<file path="src/rtl/crc16fd_pkg.sv">
`default_nettype none

package crc16fd_pkg;

    localparam logic [15:0] CRC_INIT = 16'hFFFF;
    localparam logic [15:0] CRC_POLY = 16'hA001;

    // start, address, command, length, crc low, crc high
    localparam logic [9:0] FRAME_OVERHEAD = 10'd6;
    localparam logic [8:0] POS_MAX        = 9'd511;

    localparam int unsigned QUEUE_DEPTH_DEF = 4;

    localparam logic [1:0] REG_START_BYTE = 2'd0;
    localparam logic [1:0] REG_MIN_ADDR   = 2'd1;
    localparam logic [1:0] REG_MAX_ADDR   = 2'd2;

    localparam logic [7:0] START_BYTE_RST = 8'd1;
    localparam logic [7:0] MIN_ADDR_RST   = 8'd1;
    localparam logic [7:0] MAX_ADDR_RST   = 8'd247;

    localparam logic KIND_PAYLOAD = 1'b0;
    localparam logic KIND_VERDICT = 1'b1;

    localparam logic [2:0] ST_OK         = 3'd0;
    localparam logic [2:0] ST_TOO_SHORT  = 3'd1;
    localparam logic [2:0] ST_BAD_START  = 3'd2;
    localparam logic [2:0] ST_LEN_MISM   = 3'd3;
    localparam logic [2:0] ST_CRC_MISM   = 3'd4;
    localparam logic [2:0] ST_BAD_ADDR   = 3'd5;

    typedef struct packed {
        logic [7:0] rx_byte;
        logic       frame_end;
    } t_in;

    typedef struct packed {
        logic       kind;
        logic [7:0] data_byte;
        logic [7:0] payload_index;
        logic [2:0] status;
        logic [7:0] address;
        logic [7:0] command;
        logic [7:0] len_field;
    } t_out;

    typedef struct packed {
        logic [7:0] start_byte_value;
        logic [7:0] min_address;
        logic [7:0] max_address;
    } t_cfg;

    // crc-16/modbus update over one byte, lsb first
    function automatic logic [15:0] crc_byte(input logic [15:0] crc, input logic [7:0] b);
        logic [15:0] c;
        c = crc ^ {8'h00, b};
        for (int k = 0; k < 8; k++) begin
            c = c[0] ? ((c >> 1) ^ CRC_POLY) : (c >> 1);
        end
        return c;
    endfunction

endpackage

`default_nettype wire

</file>
<file path="src/rtl/crc16fd_core.sv">
`default_nettype none

module crc16fd_core (
    input  wire               i_clk,
    input  wire               i_rst_n,
    input  wire               i_valid,
    input  crc16fd_pkg::t_in  i_item,
    input  crc16fd_pkg::t_cfg i_cfg,
    output logic              o_valid,
    output crc16fd_pkg::t_out o_res
);
    import crc16fd_pkg::*;

    logic [8:0]  r_pos,   n_pos;
    logic [15:0] r_crc,   n_crc;
    logic        r_start, n_start;
    logic [7:0]  r_addr,  n_addr;
    logic [7:0]  r_cmd,   n_cmd;
    logic [7:0]  r_len,   n_len;
    logic [15:0] r_rcrc,  n_rcrc;

    // state after this byte, before the end-of-frame clear
    logic [15:0] w_crc;
    logic        w_start;
    logic [7:0]  w_addr, w_cmd, w_len;
    logic [15:0] w_rcrc;
    logic        w_pay;
    logic [9:0]  w_pos10, w_crc_lo, w_flen, w_expect;
    logic [2:0]  w_status;

    always_comb begin
        w_pos10  = {1'b0, r_pos};
        w_crc_lo = 10'd4 + {2'b00, r_len};
        w_flen   = w_pos10 + 10'd1;

        w_crc   = r_crc;
        w_start = r_start;
        w_addr  = r_addr;
        w_cmd   = r_cmd;
        w_len   = r_len;
        w_rcrc  = r_rcrc;
        w_pay   = 1'b0;

        priority if (r_pos == 9'd0) begin
            w_start = (i_item.rx_byte == i_cfg.start_byte_value);
        end else if (r_pos <= 9'd3) begin
            w_crc = crc_byte(r_crc, i_item.rx_byte);
            priority if (r_pos == 9'd1) begin
                w_addr = i_item.rx_byte;
            end else if (r_pos == 9'd2) begin
                w_cmd = i_item.rx_byte;
            end else begin
                w_len = i_item.rx_byte;
            end
        end else if (w_pos10 < w_crc_lo) begin
            w_crc = crc_byte(r_crc, i_item.rx_byte);
            w_pay = 1'b1;
        end else if (w_pos10 == w_crc_lo) begin
            w_rcrc[7:0] = i_item.rx_byte;
        end else if (w_pos10 == w_crc_lo + 10'd1) begin
            w_rcrc[15:8] = i_item.rx_byte;
        end

        w_expect = FRAME_OVERHEAD + {2'b00, w_len};

        priority if (w_flen < FRAME_OVERHEAD) begin
            w_status = ST_TOO_SHORT;
        end else if (!w_start) begin
            w_status = ST_BAD_START;
        end else if (w_flen != w_expect) begin
            w_status = ST_LEN_MISM;
        end else if (w_crc != w_rcrc) begin
            w_status = ST_CRC_MISM;
        end else if (w_addr < i_cfg.min_address || w_addr > i_cfg.max_address) begin
            w_status = ST_BAD_ADDR;
        end else begin
            w_status = ST_OK;
        end
    end

    always_comb begin
        n_pos   = r_pos;
        n_crc   = r_crc;
        n_start = r_start;
        n_addr  = r_addr;
        n_cmd   = r_cmd;
        n_len   = r_len;
        n_rcrc  = r_rcrc;
        o_valid = 1'b0;
        o_res   = '0;

        if (i_valid) begin
            if (i_item.frame_end) begin
                o_valid       = 1'b1;
                o_res.kind    = KIND_VERDICT;
                o_res.status  = w_status;
                if (w_status == ST_OK) begin
                    o_res.address   = w_addr;
                    o_res.command   = w_cmd;
                    o_res.len_field = w_len;
                end
                n_pos   = '0;
                n_crc   = CRC_INIT;
                n_start = 1'b0;
                n_addr  = '0;
                n_cmd   = '0;
                n_len   = '0;
                n_rcrc  = '0;
            end else begin
                n_pos   = (r_pos == POS_MAX) ? POS_MAX : r_pos + 9'd1;
                n_crc   = w_crc;
                n_start = w_start;
                n_addr  = w_addr;
                n_cmd   = w_cmd;
                n_len   = w_len;
                n_rcrc  = w_rcrc;
                if (w_pay) begin
                    o_valid             = 1'b1;
                    o_res.kind          = KIND_PAYLOAD;
                    o_res.data_byte     = i_item.rx_byte;
                    o_res.payload_index = r_pos[7:0] - 8'd4;
                end
            end
        end
    end

    always_ff @(posedge i_clk) begin
        if (!i_rst_n) begin
            r_pos   <= '0;
            r_crc   <= CRC_INIT;
            r_start <= 1'b0;
            r_addr  <= '0;
            r_cmd   <= '0;
            r_len   <= '0;
            r_rcrc  <= '0;
        end else begin
            r_pos   <= n_pos;
            r_crc   <= n_crc;
            r_start <= n_start;
            r_addr  <= n_addr;
            r_cmd   <= n_cmd;
            r_len   <= n_len;
            r_rcrc  <= n_rcrc;
        end
    end

endmodule

`default_nettype wire

</file>
<file path="src/rtl/crc16_frame_decoder.sv">
// channel  direction  handshake                      payload
// in       request    i_in_valid / o_in_stall        i_in_data  (rx_byte, frame_end)
// out      result     o_out_valid / i_out_stall      o_out_data (kind .. len_field)
// cfg      write      i_cfg_valid / o_cfg_ready      i_cfg_index, i_cfg_data
//
// one byte per cycle sustained while o_in_stall is low; a result shows once its byte has passed
// the input register, then frame logic and crc into the result queue
// the result queue of QUEUE_DEPTH entries sets how far the out side may stall
// o_in_stall rises once input register and queue together hold QUEUE_DEPTH items
// synchronous active-low reset clears frame state, queue and config to defaults
`default_nettype none

module crc16_frame_decoder #(
    parameter int unsigned QUEUE_DEPTH = crc16fd_pkg::QUEUE_DEPTH_DEF
) (
    input  wire               i_clk,
    input  wire               i_rst_n,
    input  wire               i_in_valid,
    output logic              o_in_stall,
    input  crc16fd_pkg::t_in  i_in_data,
    output logic              o_out_valid,
    input  wire               i_out_stall,
    output crc16fd_pkg::t_out o_out_data,
    input  wire               i_cfg_valid,
    output logic              o_cfg_ready,
    input  wire [1:0]         i_cfg_index,
    input  wire [7:0]         i_cfg_data
);
    import crc16fd_pkg::*;

    localparam int unsigned PTR_W = (QUEUE_DEPTH > 1) ? $clog2(QUEUE_DEPTH) : 1;
    localparam int unsigned CNT_W = $clog2(QUEUE_DEPTH + 1);

    t_cfg             r_cfg;
    logic             r_in_valid;
    t_in              r_in;
    t_out             r_q [QUEUE_DEPTH];
    logic [PTR_W-1:0] r_wr_ptr, r_rd_ptr;
    logic [CNT_W-1:0] r_cnt, n_cnt;
    logic [CNT_W:0]   w_fill;

    logic w_in_acc, w_push, w_pop;
    t_out w_res;

    assign o_cfg_ready = 1'b1;

    always_ff @(posedge i_clk) begin
        if (!i_rst_n) begin
            r_cfg.start_byte_value <= START_BYTE_RST;
            r_cfg.min_address      <= MIN_ADDR_RST;
            r_cfg.max_address      <= MAX_ADDR_RST;
        end else if (i_cfg_valid && o_cfg_ready) begin
            unique case (i_cfg_index)
                REG_START_BYTE: r_cfg.start_byte_value <= i_cfg_data;
                REG_MIN_ADDR:   r_cfg.min_address      <= i_cfg_data;
                REG_MAX_ADDR:   r_cfg.max_address      <= i_cfg_data;
                default: ;
            endcase
        end
    end

    // keep room in the queue for every byte already taken
    assign w_fill     = (CNT_W+1)'(r_cnt) + (CNT_W+1)'(r_in_valid);
    assign o_in_stall = (w_fill >= (CNT_W+1)'(QUEUE_DEPTH));
    assign w_in_acc   = i_in_valid && !o_in_stall;

    always_ff @(posedge i_clk) begin
        if (!i_rst_n) begin
            r_in_valid <= 1'b0;
        end else begin
            r_in_valid <= w_in_acc;
        end
    end

    always_ff @(posedge i_clk) begin
        if (w_in_acc) begin
            r_in <= i_in_data;
        end
    end

    crc16fd_core u_core (
        .i_clk   (i_clk),
        .i_rst_n (i_rst_n),
        .i_valid (r_in_valid),
        .i_item  (r_in),
        .i_cfg   (r_cfg),
        .o_valid (w_push),
        .o_res   (w_res)
    );

    assign o_out_valid = (r_cnt != '0);
    assign o_out_data  = r_q[r_rd_ptr];
    assign w_pop       = o_out_valid && !i_out_stall;

    always_comb begin
        n_cnt = r_cnt;
        if (w_push && !w_pop) begin
            n_cnt = r_cnt + CNT_W'(1);
        end else if (!w_push && w_pop) begin
            n_cnt = r_cnt - CNT_W'(1);
        end
    end

    always_ff @(posedge i_clk) begin
        if (!i_rst_n) begin
            r_cnt    <= '0;
            r_wr_ptr <= '0;
            r_rd_ptr <= '0;
        end else begin
            r_cnt <= n_cnt;
            if (w_push) begin
                r_wr_ptr <= (r_wr_ptr == PTR_W'(QUEUE_DEPTH - 1)) ? '0 : r_wr_ptr + PTR_W'(1);
            end
            if (w_pop) begin
                r_rd_ptr <= (r_rd_ptr == PTR_W'(QUEUE_DEPTH - 1)) ? '0 : r_rd_ptr + PTR_W'(1);
            end
        end
    end

    always_ff @(posedge i_clk) begin
        if (w_push) begin
            r_q[r_wr_ptr] <= w_res;
        end
    end

endmodule

`default_nettype wire

</file>
<file path="config.mk">
export PLATFORM = sky130hd
export DESIGN_NAME = crc16_frame_decoder
export DESIGN_NICKNAME = d
export VERILOG_FILES = /design/src/rtl/crc16fd_pkg.sv /design/src/rtl/crc16fd_core.sv /design/src/rtl/crc16_frame_decoder.sv
export SDC_FILE = /design/constraint.sdc
export NUM_CORES = 1
export LEC_CHECK = 0
export CAP_MARGIN = 25
export CORE_MARGIN = 3
export CORE_UTILIZATION = 40
export CTS_BUF_LIST = sky130_fd_sc_hd__clkbuf_8
export CTS_CLUSTER_DIAMETER = 200
export CTS_CLUSTER_SIZE = 20
export DETAILED_ROUTE_END_ITERATION = 8
export DONT_BUFFER_PORTS = 1
export GPL_TIMING_DRIVEN = 0
export PLACE_DENSITY = 0.59
export REMOVE_ABC_BUFFERS = 1
export SLEW_MARGIN = 20
export SYNTH_ARGS = -nofsm -noshare
export SYNTH_HDL_FRONTEND = slang
export SYNTH_SLANG_ARGS = --single-unit
export TNS_END_PERCENT = 30
</file>
<file path="constraint.sdc">
create_clock -name i_clk -period 8.45 [get_ports i_clk]
set_clock_uncertainty 0.15 [all_clocks]
set_input_delay 1.69 -clock i_clk [delete_from_list [all_inputs] [get_ports i_clk]]
set_output_delay 1.69 -clock i_clk [all_outputs]
set_load 0.02 [all_outputs]
</file>
==> results.md <==
- VDD IR max: 0.221 mV
- Hold EP: r_cfg[3]
- Hpwl dp: just over 20000 µm
- Setup TNS Final: 0 ns
- Most frequent cells in the layout: 185 x edfxtp_1, 97 x dfxtp_1, 73 x nand2_1, 66 x mux2i_1, 65 x inv_1
- Final net count: around 1.2k
- Status: complete, no violations
- Antenna violations before repair: 0
- CTS H-Tree Depth: 1
- Layout cell share with drive strength beyond 1: 9.30%
- Worst-case clock buffer depth: 3
- Synth warn: 0
- Cell area power density: roughly 200 nW/µm²
- Hold path depth: 2
- Ant. Diodes: 0
- Reg-to-Reg Start: u_core.r_pos[2]
- # clock sinks: approximately 290
- Vias post-DR: roughly 8.3k
- Max_cap viols: 0
- Setup CP Type: reg -> reg
- Finished Layout Cells: ~1.5k
- CTS tree: built
- Reg2Reg Depth: 19
- Flip-flop and latch count after synthesis: around 290
- Hold crit path type: reg -> reg
- Multi-input gate area: around 5800 µm²
- Synthesized area: roughly 14000 µm²
- Die area: roughly 37000 µm²
- Worst Path Required: 8.64 ns
- # Post-CTS Setup Buffers: 0
- Post_cts resized: 0
- Final hold violations: 0
- Post-layout util: between 40% and 50%
- Critical Path AT: 6.54 ns
- Gate Count Post-Synth: 1124
- Placer Congestion: ~0.8
- Vias in the first global route: just over 8k
- Core Area: roughly 34000 µm²
- Die width: slightly below 200 µm
- Layout area overhead: 5.73%
- First-iteration detailed-routing DRC count: ~560
- Row count: 67
- Max-slew violations: 0
- Largest net degree at the start of global routing: 84
- Num CTS Buffers: 18
- Worst-Skew Late Latency: 0.56 ns
- Synth area leaders: edfxtp_1 40%, dfxtp_1 14%, mux4_2 7.1%, mux2i_1 4.8%, ha_1 3.9%
- Post-synth top area share: roughly two fifths
- Crit share post-route: approximately 75%
- Most common cell after layout, fill and taps aside: edfxtp_1
- Root Buffer: clkbuf_8
- TritonRoute pass-1 iters: 5
- Final setup violation count: 0
- Hold_sp: r_cfg[3]
- Worst slew margin: 27.8%
- First-pass GRT wire length: 48200 µm
- Port Buf Inserts: 0
- Post-synth EDFFs: 185
- Crit end category: flip-flop
- Worst-margin pin slew: 1.08 ns
- Fill count: between 3k and 4k
- Reg2reg end: r_q[1][4]
- Startpoint type of the worst setup path: flip-flop
- Gr ovfl total: 0
- Fmax: 0.157 GHz
- Synth unique cells: 70
- Die Y: roughly 190 µm
- Ys flop type: edfxtp_1
- Routed vias/inst: approximately 5.4
- RSZ-0062 raised after global routing: no
- Reg clk slew, reported paths: ~0.14 ns
- LEAKAGE: about 5 nW
- Avg Inst Size Synth: 12.4 µm²
- Placed insts: 1512
- Hold-fix buffers, CTS: 0
- FF+latch area: between 7000 and 8000 µm²
- Sequential fraction of the synthesis area: 54.4%
- R2r setup slk: 2.10 ns
- Crit path time final: roughly 6.4 ns
- Ports: between 70 and 80
- Crit Path Max Fanout: 24
- Initial Utilization: 41.0%
- All-layer global routing usage: between 15 and 20%
- Async S/R FF share, synth: 0%
- Post-route DRC: 0
- Cell taking the most area after synthesis: edfxtp_1
- DRT antenna net count: 0
- Detailed Route WL: about 31000 µm
- Routed len/inst: between 15 and 20 µm
==> critical path: stages (launching register included) <==
cell and delay, ns:
dfxtp_1 0.46, inv_1 0.26, ha_1 0.32, nand2_1 0.13, a211oi_4 0.35, nand2_2 0.32, inv_1 0.30, nor2_1 0.06
a21oi_1 0.26, ha_1 0.37, nor2_1 0.10, xor2_1 0.16, nor2_1 0.06, a21oi_1 0.19, xnor2_1 0.14, nand4_1 0.10
or4_1 0.51, a2111oi_0 0.47, or4b_1 0.93, a21oi_1 0.47
==> power breakdown <==
group	total (W)	switching, W	internal [W]
clock	0.000653	0.000436	0.000217
combinational	0.000626	0.000356	0.000270
sequential	0.00164	0.000110	0.00153
total	0.00291	0.000902	0.00201
==> synthesized netlist by cell type, types with 33 or more instances <==
cell type and instances:
inv_1 53, mux4_2 44, edfxtp_1 185, nor2_1 53, dfxtp_1 100, xnor2_1 54
nand2_1 73, nor2b_1 61, clkbuf_1 49, mux2i_1 66, a21oi_1 33, ha_1 43
==> flip-flops by register name, indices dropped and copies added (netlist names), named ones only <==
| name | flops |
|---|---|
| r_q | 176 |
| r_cfg | 24 |
| u_core.r_crc | 16 |
| u_core.r_rcrc | 16 |
| r_in | 9 |
| u_core.r_pos | 9 |
| u_core.r_addr | 8 |
| u_core.r_cmd | 8 |
| u_core.r_len | 8 |
| r_cnt | 3 |
| r_rd_ptr | 2 |
| r_wr_ptr | 2 |
| r_in_valid | 1 |
| u_core.r_start | 1 |
==> per-layer routing <==
| layer | track usage [%] | vias to the layer above | share of wire (%) |
|---|---|---|---|
| met5 | 0 | - | 0 |
| met4 | 3.50 | 0 | 1.8 |
| met3 | 2.18 | 29 | 4.5 |
| met2 | 26.9 | 182 | 46 |
| met1 | 24.3 | 4096 | 47 |
| li1 | - | 3999 | - |
==> how the worst max path moves through the flow <==
stage	start	endpoint	slack, ns
after floorplan	u_core.r_len[2]	r_q[0][4]	3.06
after global placement	u_core.r_len[2]	r_q[0][4]	2.03
after detailed placement	u_core.r_pos[2]	r_q[1][4]	2.15
after CTS	u_core.r_pos[2]	r_q[1][4]	2.08
after global routing	u_core.r_pos[2]	r_q[2][15]	1.57
final	u_core.r_pos[2]	r_q[1][4]	2.10
==> layout make-up <==
type / count / area share, %
clock buffers: 19 / 1.78
multi-input cells: 714 / 39.7
well taps: 448 / 3.82
flip-flops and latches: 285 / 51.5
repair buffers: 13 / 1.48
clock inverters: 13 / 0.417
inverters: 53 / 1.35
==> cell families (layout without fill, tap and decap cells) <==
| logic type | Yosys count | after routing | synth area share (%) |
|---|---|---|---|
| other cells | 1 | 1 | 0.0270 |
| compound gates | 166 | 166 | 8.18 |
| simple gates | 305 | 305 | 11.7 |
| fa+ha+maj | 44 | 44 | 4.02 |
| buf+inv | 125 | 98 | 3.84 |
| xor+xnor | 86 | 86 | 5.84 |
| flops | 285 | 285 | 54.4 |
| mux | 112 | 112 | 12.0 |
==> through the flow <==
stage                     cell area [µm²]  power, W  hold WS, ns  worst slack (ns)
after floorplan                     13600   0.00212        0.288              3.06
after global placement              14100   0.00229        0.305              2.03
after detailed placement            14400   0.00231        0.310              2.15
after CTS                           14700   0.00296        0.328              2.08
after global routing                14700   0.00305        0.345              1.57
final                               14700   0.00291        0.325              2.10
Note: power is estimated with default switching activity, not from simulation.
